--- src/hw/rtl/load_cell_consumption_tracker_macros.svh ---
// ----------------------------------------------------------------------------
// Load cell consumption tracker assertion macros
// Clocked assertion shorthands with synchronous reset disable.
// ----------------------------------------------------------------------------
`ifndef LOAD_CELL_CONSUMPTION_TRACKER_MACROS_SVH
`define LOAD_CELL_CONSUMPTION_TRACKER_MACROS_SVH

// same-cycle implication
`define LCCT_ASSERT_NOW(label, clk, rst, ante, cons, msg) \
  label: assert property (@(posedge clk) disable iff (rst) (ante) |-> (cons)) \
    else $error(msg);

// next-cycle implication
`define LCCT_ASSERT_NEXT(label, clk, rst, ante, cons, msg) \
  label: assert property (@(posedge clk) disable iff (rst) (ante) |=> (cons)) \
    else $error(msg);

`endif

--- src/hw/rtl/lcct_pkg.sv ---
// ----------------------------------------------------------------------------
// Load cell consumption tracker package
// Request and result types, configuration types and mode codes.
// ----------------------------------------------------------------------------
package lcct_pkg;

  localparam int WeightW = 19;
  localparam int LimitW  = 18;
  localparam int DeltaW  = 17;
  localparam int ModeW   = 3;
  localparam int CfgIdxW = 2;

  localparam logic [ModeW-1:0] MODE_UNAVAILABLE = 3'd0;
  localparam logic [ModeW-1:0] MODE_EMPTY       = 3'd1;
  localparam logic [ModeW-1:0] MODE_PRESENT     = 3'd2;
  localparam logic [ModeW-1:0] MODE_CONSUMING   = 3'd3;
  localparam logic [ModeW-1:0] MODE_LEFTOVER    = 3'd4;
  localparam logic [ModeW-1:0] MODE_REMOVED     = 3'd5;

  localparam logic [CfgIdxW-1:0] REG_EMPTY_LIMIT   = 2'd0;
  localparam logic [CfgIdxW-1:0] REG_REMOVED_LIMIT = 2'd1;
  localparam logic [CfgIdxW-1:0] REG_CONSUME_DROP  = 2'd2;
  localparam logic [CfgIdxW-1:0] REG_REFILL_RISE   = 2'd3;

  localparam logic signed [LimitW-1:0] EMPTY_LIMIT_RST   = 18'sd30;
  localparam logic signed [LimitW-1:0] REMOVED_LIMIT_RST = -18'sd100;
  localparam logic [DeltaW-1:0]        CONSUME_DROP_RST  = 17'd20;
  localparam logic [DeltaW-1:0]        REFILL_RISE_RST   = 17'd50;

  typedef struct packed {
    logic signed [WeightW-1:0] weight_dg;
    logic                      is_stable;
  } in_item_t;

  typedef struct packed {
    logic [ModeW-1:0] current_state;
    logic [ModeW-1:0] previous_state;
    logic             state_changed;
  } out_item_t;

  typedef struct packed {
    logic signed [LimitW-1:0] empty_limit;
    logic signed [LimitW-1:0] removed_limit;
    logic [DeltaW-1:0]        consume_drop;
    logic [DeltaW-1:0]        refill_rise;
  } cfg_t;

endpackage

--- src/hw/rtl/lcct_cfg_regs.sv ---
// ----------------------------------------------------------------------------
// Load cell consumption tracker configuration registers
// Holds the weight limits and drop/rise thresholds written over the cfg port.
// ----------------------------------------------------------------------------
module lcct_cfg_regs (
  input  logic                         clk,
  input  logic                         rst,
  input  logic                         cfg_we,
  input  logic [lcct_pkg::CfgIdxW-1:0] cfg_index,
  input  logic [lcct_pkg::LimitW-1:0]  cfg_data,
  output lcct_pkg::cfg_t               cfg
);

  always_ff @(posedge clk) begin
    if (rst) begin
      cfg.empty_limit   <= lcct_pkg::EMPTY_LIMIT_RST;
      cfg.removed_limit <= lcct_pkg::REMOVED_LIMIT_RST;
      cfg.consume_drop  <= lcct_pkg::CONSUME_DROP_RST;
      cfg.refill_rise   <= lcct_pkg::REFILL_RISE_RST;
    end else if (cfg_we) begin
      case (cfg_index)
        lcct_pkg::REG_EMPTY_LIMIT:   cfg.empty_limit   <= cfg_data;
        lcct_pkg::REG_REMOVED_LIMIT: cfg.removed_limit <= cfg_data;
        lcct_pkg::REG_CONSUME_DROP:  cfg.consume_drop  <= cfg_data[lcct_pkg::DeltaW-1:0];
        lcct_pkg::REG_REFILL_RISE:   cfg.refill_rise   <= cfg_data[lcct_pkg::DeltaW-1:0];
        default: ;
      endcase
    end
  end

endmodule

--- src/hw/rtl/lcct_tracker.sv ---
// ----------------------------------------------------------------------------
// Load cell consumption tracker mode logic
// Classifies each request against the limits and the reference weight and
// advances the container mode on each step and updates the reference on captures.
// ----------------------------------------------------------------------------
`include "load_cell_consumption_tracker_macros.svh"

module lcct_tracker (
  input  logic                 clk,
  input  logic                 rst,
  input  logic                 step,
  input  lcct_pkg::in_item_t   sample,
  input  lcct_pkg::cfg_t       cfg,
  output lcct_pkg::out_item_t  res
);

  logic [lcct_pkg::ModeW-1:0]          mode;
  logic [lcct_pkg::ModeW-1:0]          mode_next;
  logic signed [lcct_pkg::WeightW-1:0] reference_weight;
  logic                                capture;

  logic signed [lcct_pkg::WeightW-1:0] w;
  logic signed [lcct_pkg::WeightW-1:0] removed_ext;
  logic signed [lcct_pkg::WeightW-1:0] empty_ext;
  logic signed [lcct_pkg::WeightW:0]   w_wide;
  logic signed [lcct_pkg::WeightW:0]   ref_low;
  logic signed [lcct_pkg::WeightW:0]   ref_high;
  logic                                stable;
  logic                                gone;
  logic                                low;
  logic                                dropped;
  logic                                risen;

  assign w           = sample.weight_dg;
  assign stable      = sample.is_stable;
  assign removed_ext = {cfg.removed_limit[lcct_pkg::LimitW-1], cfg.removed_limit};
  assign empty_ext   = {cfg.empty_limit[lcct_pkg::LimitW-1], cfg.empty_limit};
  assign w_wide      = {w[lcct_pkg::WeightW-1], w};
  assign ref_low     = {reference_weight[lcct_pkg::WeightW-1], reference_weight}
                       - {3'b000, cfg.consume_drop};
  assign ref_high    = {reference_weight[lcct_pkg::WeightW-1], reference_weight}
                       + {3'b000, cfg.refill_rise};
  assign gone        = w <= removed_ext;
  assign low         = w <= empty_ext;
  assign dropped     = w_wide < ref_low;
  assign risen       = w_wide > ref_high;

  always_comb begin
    mode_next = mode;
    capture   = 1'b0;
    case (mode)
      lcct_pkg::MODE_UNAVAILABLE: begin
        if (stable) begin
          if (gone) begin
            mode_next = lcct_pkg::MODE_REMOVED;
          end else if (low) begin
            mode_next = lcct_pkg::MODE_EMPTY;
          end else begin
            mode_next = lcct_pkg::MODE_PRESENT;
            capture   = 1'b1;
          end
        end
      end
      lcct_pkg::MODE_EMPTY: begin
        if (gone) begin
          mode_next = lcct_pkg::MODE_REMOVED;
        end else if (stable && !low) begin
          mode_next = lcct_pkg::MODE_PRESENT;
          capture   = 1'b1;
        end
      end
      lcct_pkg::MODE_PRESENT, lcct_pkg::MODE_LEFTOVER: begin
        if (gone) begin
          mode_next = lcct_pkg::MODE_REMOVED;
        end else if (stable && low) begin
          mode_next = lcct_pkg::MODE_EMPTY;
        end else if (!stable && dropped) begin
          mode_next = lcct_pkg::MODE_CONSUMING;
        end else if (stable && risen) begin
          mode_next = lcct_pkg::MODE_PRESENT;
          capture   = 1'b1;
        end
      end
      lcct_pkg::MODE_CONSUMING: begin
        if (gone) begin
          mode_next = lcct_pkg::MODE_REMOVED;
        end else if (stable) begin
          if (low) begin
            mode_next = lcct_pkg::MODE_EMPTY;
          end else begin
            mode_next = lcct_pkg::MODE_LEFTOVER;
            capture   = 1'b1;
          end
        end
      end
      lcct_pkg::MODE_REMOVED: begin
        if (stable && !gone) begin
          if (low) begin
            mode_next = lcct_pkg::MODE_EMPTY;
          end else begin
            mode_next = lcct_pkg::MODE_PRESENT;
            capture   = 1'b1;
          end
        end
      end
      default: ;
    endcase
  end

  always_ff @(posedge clk) begin
    if (rst) begin
      mode             <= lcct_pkg::MODE_UNAVAILABLE;
      reference_weight <= '0;
    end else if (step) begin
      mode <= mode_next;
      if (capture) begin
        reference_weight <= w;
      end
    end
  end

  assign res.current_state  = mode_next;
  assign res.previous_state = mode;
  assign res.state_changed  = mode_next != mode;

  `LCCT_ASSERT_NEXT(a_mode_follows_result, clk, rst, step,
                    mode == $past(res.current_state), "mode does not follow result")
  `LCCT_ASSERT_NEXT(a_reference_holds_idle, clk, rst, !step,
                    $stable(reference_weight), "reference moved without a step")
  `LCCT_ASSERT_NOW(a_removed_waits_stable, clk, rst,
                   step && mode == lcct_pkg::MODE_REMOVED && !stable,
                   !res.state_changed, "removed mode left on unstable sample")

endmodule

--- src/hw/rtl/load_cell_consumption_tracker.sv ---
// ----------------------------------------------------------------------------
// Load cell consumption tracker
// Tracks container mode and reference weight from a stream of weight requests.
// ----------------------------------------------------------------------------
// Accepts one request per clock while no held result stalls the output, and
// returns exactly one result per request, in order. A request is held in the
// input register, where the mode logic classifies it, then moves to the
// result register as mode and reference update: out_valid rises when it
// enters the result register, and a request waits in the input register for
// as long as a held result stalls the output. Throughput is one request per
// cycle while the output does not stall. Configuration writes take effect at
// the next edge and belong only to idle periods.
module load_cell_consumption_tracker (
  input  logic                         clk,
  input  logic                         rst,
  input  logic                         in_valid,
  output logic                         in_ready,
  input  lcct_pkg::in_item_t           in_data,
  output logic                         out_valid,
  input  logic                         out_ready,
  output lcct_pkg::out_item_t          out_data,
  input  logic                         cfg_we,
  input  logic [lcct_pkg::CfgIdxW-1:0] cfg_index,
  input  logic [lcct_pkg::LimitW-1:0]  cfg_data
);

  lcct_pkg::cfg_t      cfg;
  lcct_pkg::in_item_t  s0_data;
  lcct_pkg::out_item_t res;
  logic                s0_valid;
  logic                s1_load;

  assign s1_load  = s0_valid && (!out_valid || out_ready);
  assign in_ready = !s0_valid || s1_load;

  lcct_cfg_regs u_cfg (
    .clk       (clk),
    .rst       (rst),
    .cfg_we    (cfg_we),
    .cfg_index (cfg_index),
    .cfg_data  (cfg_data),
    .cfg       (cfg)
  );

  lcct_tracker u_trk (
    .clk    (clk),
    .rst    (rst),
    .step   (s1_load),
    .sample (s0_data),
    .cfg    (cfg),
    .res    (res)
  );

  always_ff @(posedge clk) begin
    if (rst) begin
      s0_valid <= 1'b0;
    end else if (in_ready) begin
      s0_valid <= in_valid;
    end
  end

  always_ff @(posedge clk) begin
    if (in_valid && in_ready) begin
      s0_data <= in_data;
    end
  end

  always_ff @(posedge clk) begin
    if (rst) begin
      out_valid <= 1'b0;
    end else if (!out_valid || out_ready) begin
      out_valid <= s0_valid;
    end
  end

  always_ff @(posedge clk) begin
    if (s1_load) begin
      out_data <= res;
    end
  end

endmodule
--- config.mk ---
export PLATFORM = sky130hd
export DESIGN_NAME = load_cell_consumption_tracker
export DESIGN_NICKNAME = d
export VERILOG_FILES = /design/src/hw/rtl/lcct_pkg.sv /design/src/hw/rtl/lcct_cfg_regs.sv /design/src/hw/rtl/lcct_tracker.sv /design/src/hw/rtl/load_cell_consumption_tracker.sv
export VERILOG_INCLUDE_DIRS = /design/src /design/src/hw/rtl
export SDC_FILE = /design/constraint.sdc
export NUM_CORES = 1
export LEC_CHECK = 0
export BUFFER_PORTS_ARGS = -buffer_cell sky130_fd_sc_hd__buf_2
export CAP_MARGIN = 15
export CORE_UTILIZATION = 31
export DETAILED_ROUTE_END_ITERATION = 6
export GPL_TIMING_DRIVEN = 0
export PLACE_DENSITY = 0.54
export SYNTH_ARGS = -nofsm -noshare
export SYNTH_HDL_FRONTEND = slang
export SYNTH_SLANG_ARGS = --single-unit
--- constraint.sdc ---
create_clock -name clk -period 5.7 [get_ports clk]
set_input_delay 0.57 -clock clk [delete_from_list [all_inputs] [get_ports clk]]
set_output_delay 0.57 -clock clk [all_outputs]
set_load 0.05 [all_outputs]
==> metrics.md <==
| Metric | Value |
|---|---|
| Sw Ratio | 0.316 |
| Vias in the first global route | around 6.4k |
| Synth Warn # | 0 |
| Max-slew violations | 0 |
| Global-route usage over all layers | 0.174 |
| Clk_lat worst skew | 0.43 ns |
| Antenna violations before repair | 0 |
| IO buf count | 51 |
| GR Util met3 | 0.0368 |
| CTS root buf | clkbuf_16 |
| Clock buffer count from CTS | 17 |
| Final critical-path share of the clock period | 0.949 |
| Maximum VDD drop | 133 µV |
| Worst setup EP type | flop |
| Final WL | approximately 22 mm |
| Syn_nets | roughly 1.1k |
| Row cnt | 58 |
| Die height | between 150 and 200 µm |
| CP Class | reg2reg |
| Avg Inst Size Synth | approximately 8.4 µm² |
| Met1 GRT Util | 0.230 |
| Final instance area | roughly 9200 µm² |
| Clock sink total | 121 |
| Final setup margin | 0.290 ns |
| Drt pass-1 iters | 5 |
| Register bit total from synthesis | roughly 120 |
| Max-Cap Viols | 0 |
| Final net count | about 1.2k |
| HP Class | in2reg |
| Number of enable flip-flop cells after synthesis | 27 |
| Register area share after synthesis | 0.340 |
| Met2 Use GR | 0.284 |
| Setup_tns | 0 ns |
| Final core occ | 0.367 |
| Syn-to-layout area delta | 16.5% |
| Unique masters post-synth | 65 |
| Slew margin rel. | 0.503 |
| Wire per inst | roughly 16 µm |
| Post-route DRC | 0 |
| Clock transition at path regs | approximately 0.070 ns |
| Required @ worst endpoint | between 5 and 6 ns |
| Most frequent cells in the layout | 155 x nand2_1, 111 x ha_1, 103 x a21oi_1 |
| Final RePlAce weighted congestion | just under 0.9 |
| Buf/Inv on CP | 2 |
| Critical path arrival | around 5.7 ns |
| P_int | approximately 1.7 mW |
| Max Clk Rate | 185 MHz |
| Fillers | around 2.7k |
| Die width | about 160 µm |
| Post-synth top flop | dfxtp_1 |
| Power share of the sequential group | 0.383 |
| Post-place setup slack | -0.100 ns |
| Setup violations, final | 0 |
| Final min period | around 5.4 ns |
| Global-route wire length before repair | 34.5 mm |
| Core footprint | roughly 25000 µm² |
| Avg Vias per Cell | roughly 5 |
| Status | completed |
| Crit-path max cell delay | 0.42 ns |
| Unrepaired setup endpoints after global routing | false |
| Delay-heaviest family, CP | compound AO/OA/AOI/OAI gates |
| Post-Place Cell Area | between 8000 and 9000 µm² |
| Mapped Area | about 7900 µm² |
| P_sw | 789 µW |
| Logic pwr share | 0.198 |
| Layout cell share with drive strength beyond 1 | 0.109 |
| Post-route ant nets | 0 |
| CTS tree | built |
| Most common cell after layout, fill and taps aside | nand2_1 |
| Asr flop ratio synth | 0 |
| # H-tree levels | 4 |
| Startpoint types | flop |
| Clock Skew | around 0.012 ns |
| Vias | around 6.7k |
| Die ar. | roughly 26000 µm² |
| Number of antenna repair diodes | 0 |
| Starting density of the core | 0.316 |
| Crit-path cells | ha_1, fa_1, a21oi_2, o21a_1, o21ai_0, a31oi_2, nand2_1, a31o_2, o21a_1, o21ai_1, xor2_1, ha_1, nand4_1, and4bb_1, a21boi_2, a2111oi_4, mux2i_2, a21oi_1, nor4_2, buf_6, buf_12, mux2i_1, nor2_1 |
| Final hold violations | 0 |
| Detailed placement HPWL | ~17 mm |
| Synth Instances | 938 |
| Crit path max fanout | 10 |
| Power density over the cells | ~270 nW/µm² |
| Io pins | between 50 and 60 |
| Leak pwr | ~3.9 nW |
| Slowest CP cell | fa_1 |
| Drt initial violations | between 200 and 300 |
| Hold_ws | between 0.3 and 0.4 ns |
| Clock power frac | 0.419 |
| Worst Max-Slew Pin Slew | 0.737 ns |
| Reg2Reg Setup Slack | a little under 0.3 ns |
| Total grt overflow | 0 |
| GR peak layer | met2 |
| Deepest clock path buffer count | 2 |
| Pin count of the biggest net entering global routing | 21 |
==> flip-flops by register name, summed over array words and instances (netlist names) <==
signal and flops:
out_data 7, s0_data 20, s0_valid 1, u_trk.mode 3
out_valid 1, u_cfg.cfg 70, u_trk.reference_weight 19
==> power by group through the flow <==
stage / combinational [mW] / clock (mW) / sequential (mW)
after floorplan: 0.351 / 0 / 0.972
after global placement: 0.482 / 0 / 0.976
after detailed placement: 0.484 / 0 / 0.976
after CTS: 0.490 / 1.07 / 0.957
after global routing: 0.565 / 1.11 / 0.962
final: 0.495 / 1.05 / 0.958
==> worst reg2reg max path: cells and delay by family, from the launching register on <==
kind | cells | cell delay (ns)
flops | 1 | 0.33
buf+inv | 2 | 0.32
xor+xnor | 1 | 0.18
mux | 2 | 0.50
fa+ha+maj | 3 | 0.92
simple gates | 5 | 0.91
compound gates | 10 | 2.11
==> Yosys cell counts, types with 6 or more instances <==
cell type / n / area, µm²
ha_1: 111 / 1390
nand2_1: 155 / 582
and3_1: 8 / 50.1
a21oi_1: 105 / 526
nand3_1: 20 / 100
nand3b_1: 8 / 60.1
inv_1: 70 / 263
xor2_1: 18 / 158
nand4_1: 11 / 68.8
o21ai_0: 18 / 90.1
nor2_1: 76 / 285
dfxtp_1: 94 / 1880
o21bai_1: 7 / 52.6
xnor2_1: 11 / 96.3
edfxtp_1: 27 / 811
a211oi_1: 10 / 75.1
a21o_1: 10 / 75.1
a31oi_1: 7 / 43.8
a211o_1: 24 / 210
nor3_1: 18 / 90.1
clkbuf_1: 28 / 105
and4_1: 6 / 52.6
mux2i_1: 19 / 190
==> routing by layer <==
metal | routed length [µm] | vias up
li1 | - | 3478
met3 | 879 | 21
met1 | 10600 | 3057
met2 | 9950 | 111
met5 | 0 | -
met4 | 228 | 0
==> final timing paths <==
path | startpoint | to | depth (start not counted)
worst max-delay path | u_trk.reference_weight[0] | u_trk.reference_weight[16] | 23
worst min-delay path | in_data[3] | s0_data[3] | 1
worst max register to register | u_trk.reference_weight[0] | u_trk.reference_weight[16] | 23
worst min register to register | u_cfg.cfg[64] | u_cfg.cfg[64] | 2
==> cells by family (layout without fill, tap and decap cells) <==
| family | after synthesis | after routing | synth area share |
|---|---|---|---|
| buffers and inverters | 102 | 189 | 0.0515 |
| DFF | 121 | 121 | 0.340 |
| and+or+nand+nor | 328 | 328 | 0.187 |
| muxes | 22 | 22 | 0.0286 |
| xor gates and xnor gates | 29 | 29 | 0.0321 |
| adders and majority gates | 113 | 113 | 0.180 |
| AOI/OAI and AO/OA | 223 | 223 | 0.181 |
==> per-stage QoR <==
step | cells | power [mW]
after global routing | 1355 | 2.64
final | 1355 | 2.50
after detailed placement | 1319 | 1.46
after floorplan | 938 | 1.32
after CTS | 1352 | 2.52
after global placement | 1319 | 1.46
==> final cells by class <==
class	count	area (µm²)	share of cell area
plain buffers	32	145	0.0157
repair buffers	55	298	0.0323
well taps	330	413	0.0448
clock buffers	18	439	0.0476
clock inverters	14	125	0.0136
multi-input cells	715	4850	0.526
inverters	70	263	0.0285
flip-flops and latches	121	2690	0.292
==> repair_timing <==
item,4_1_cts,5_1_grt
pin swaps,0,3
buffers inserted,1,3
hold buffers,0,0
gates cloned,0,0
gates resized for setup,2,5
setup endpoints to repair,10,20
endpoints found under the hold margin,0,0
No activity file was read; power rests on OpenSTA's default activity.
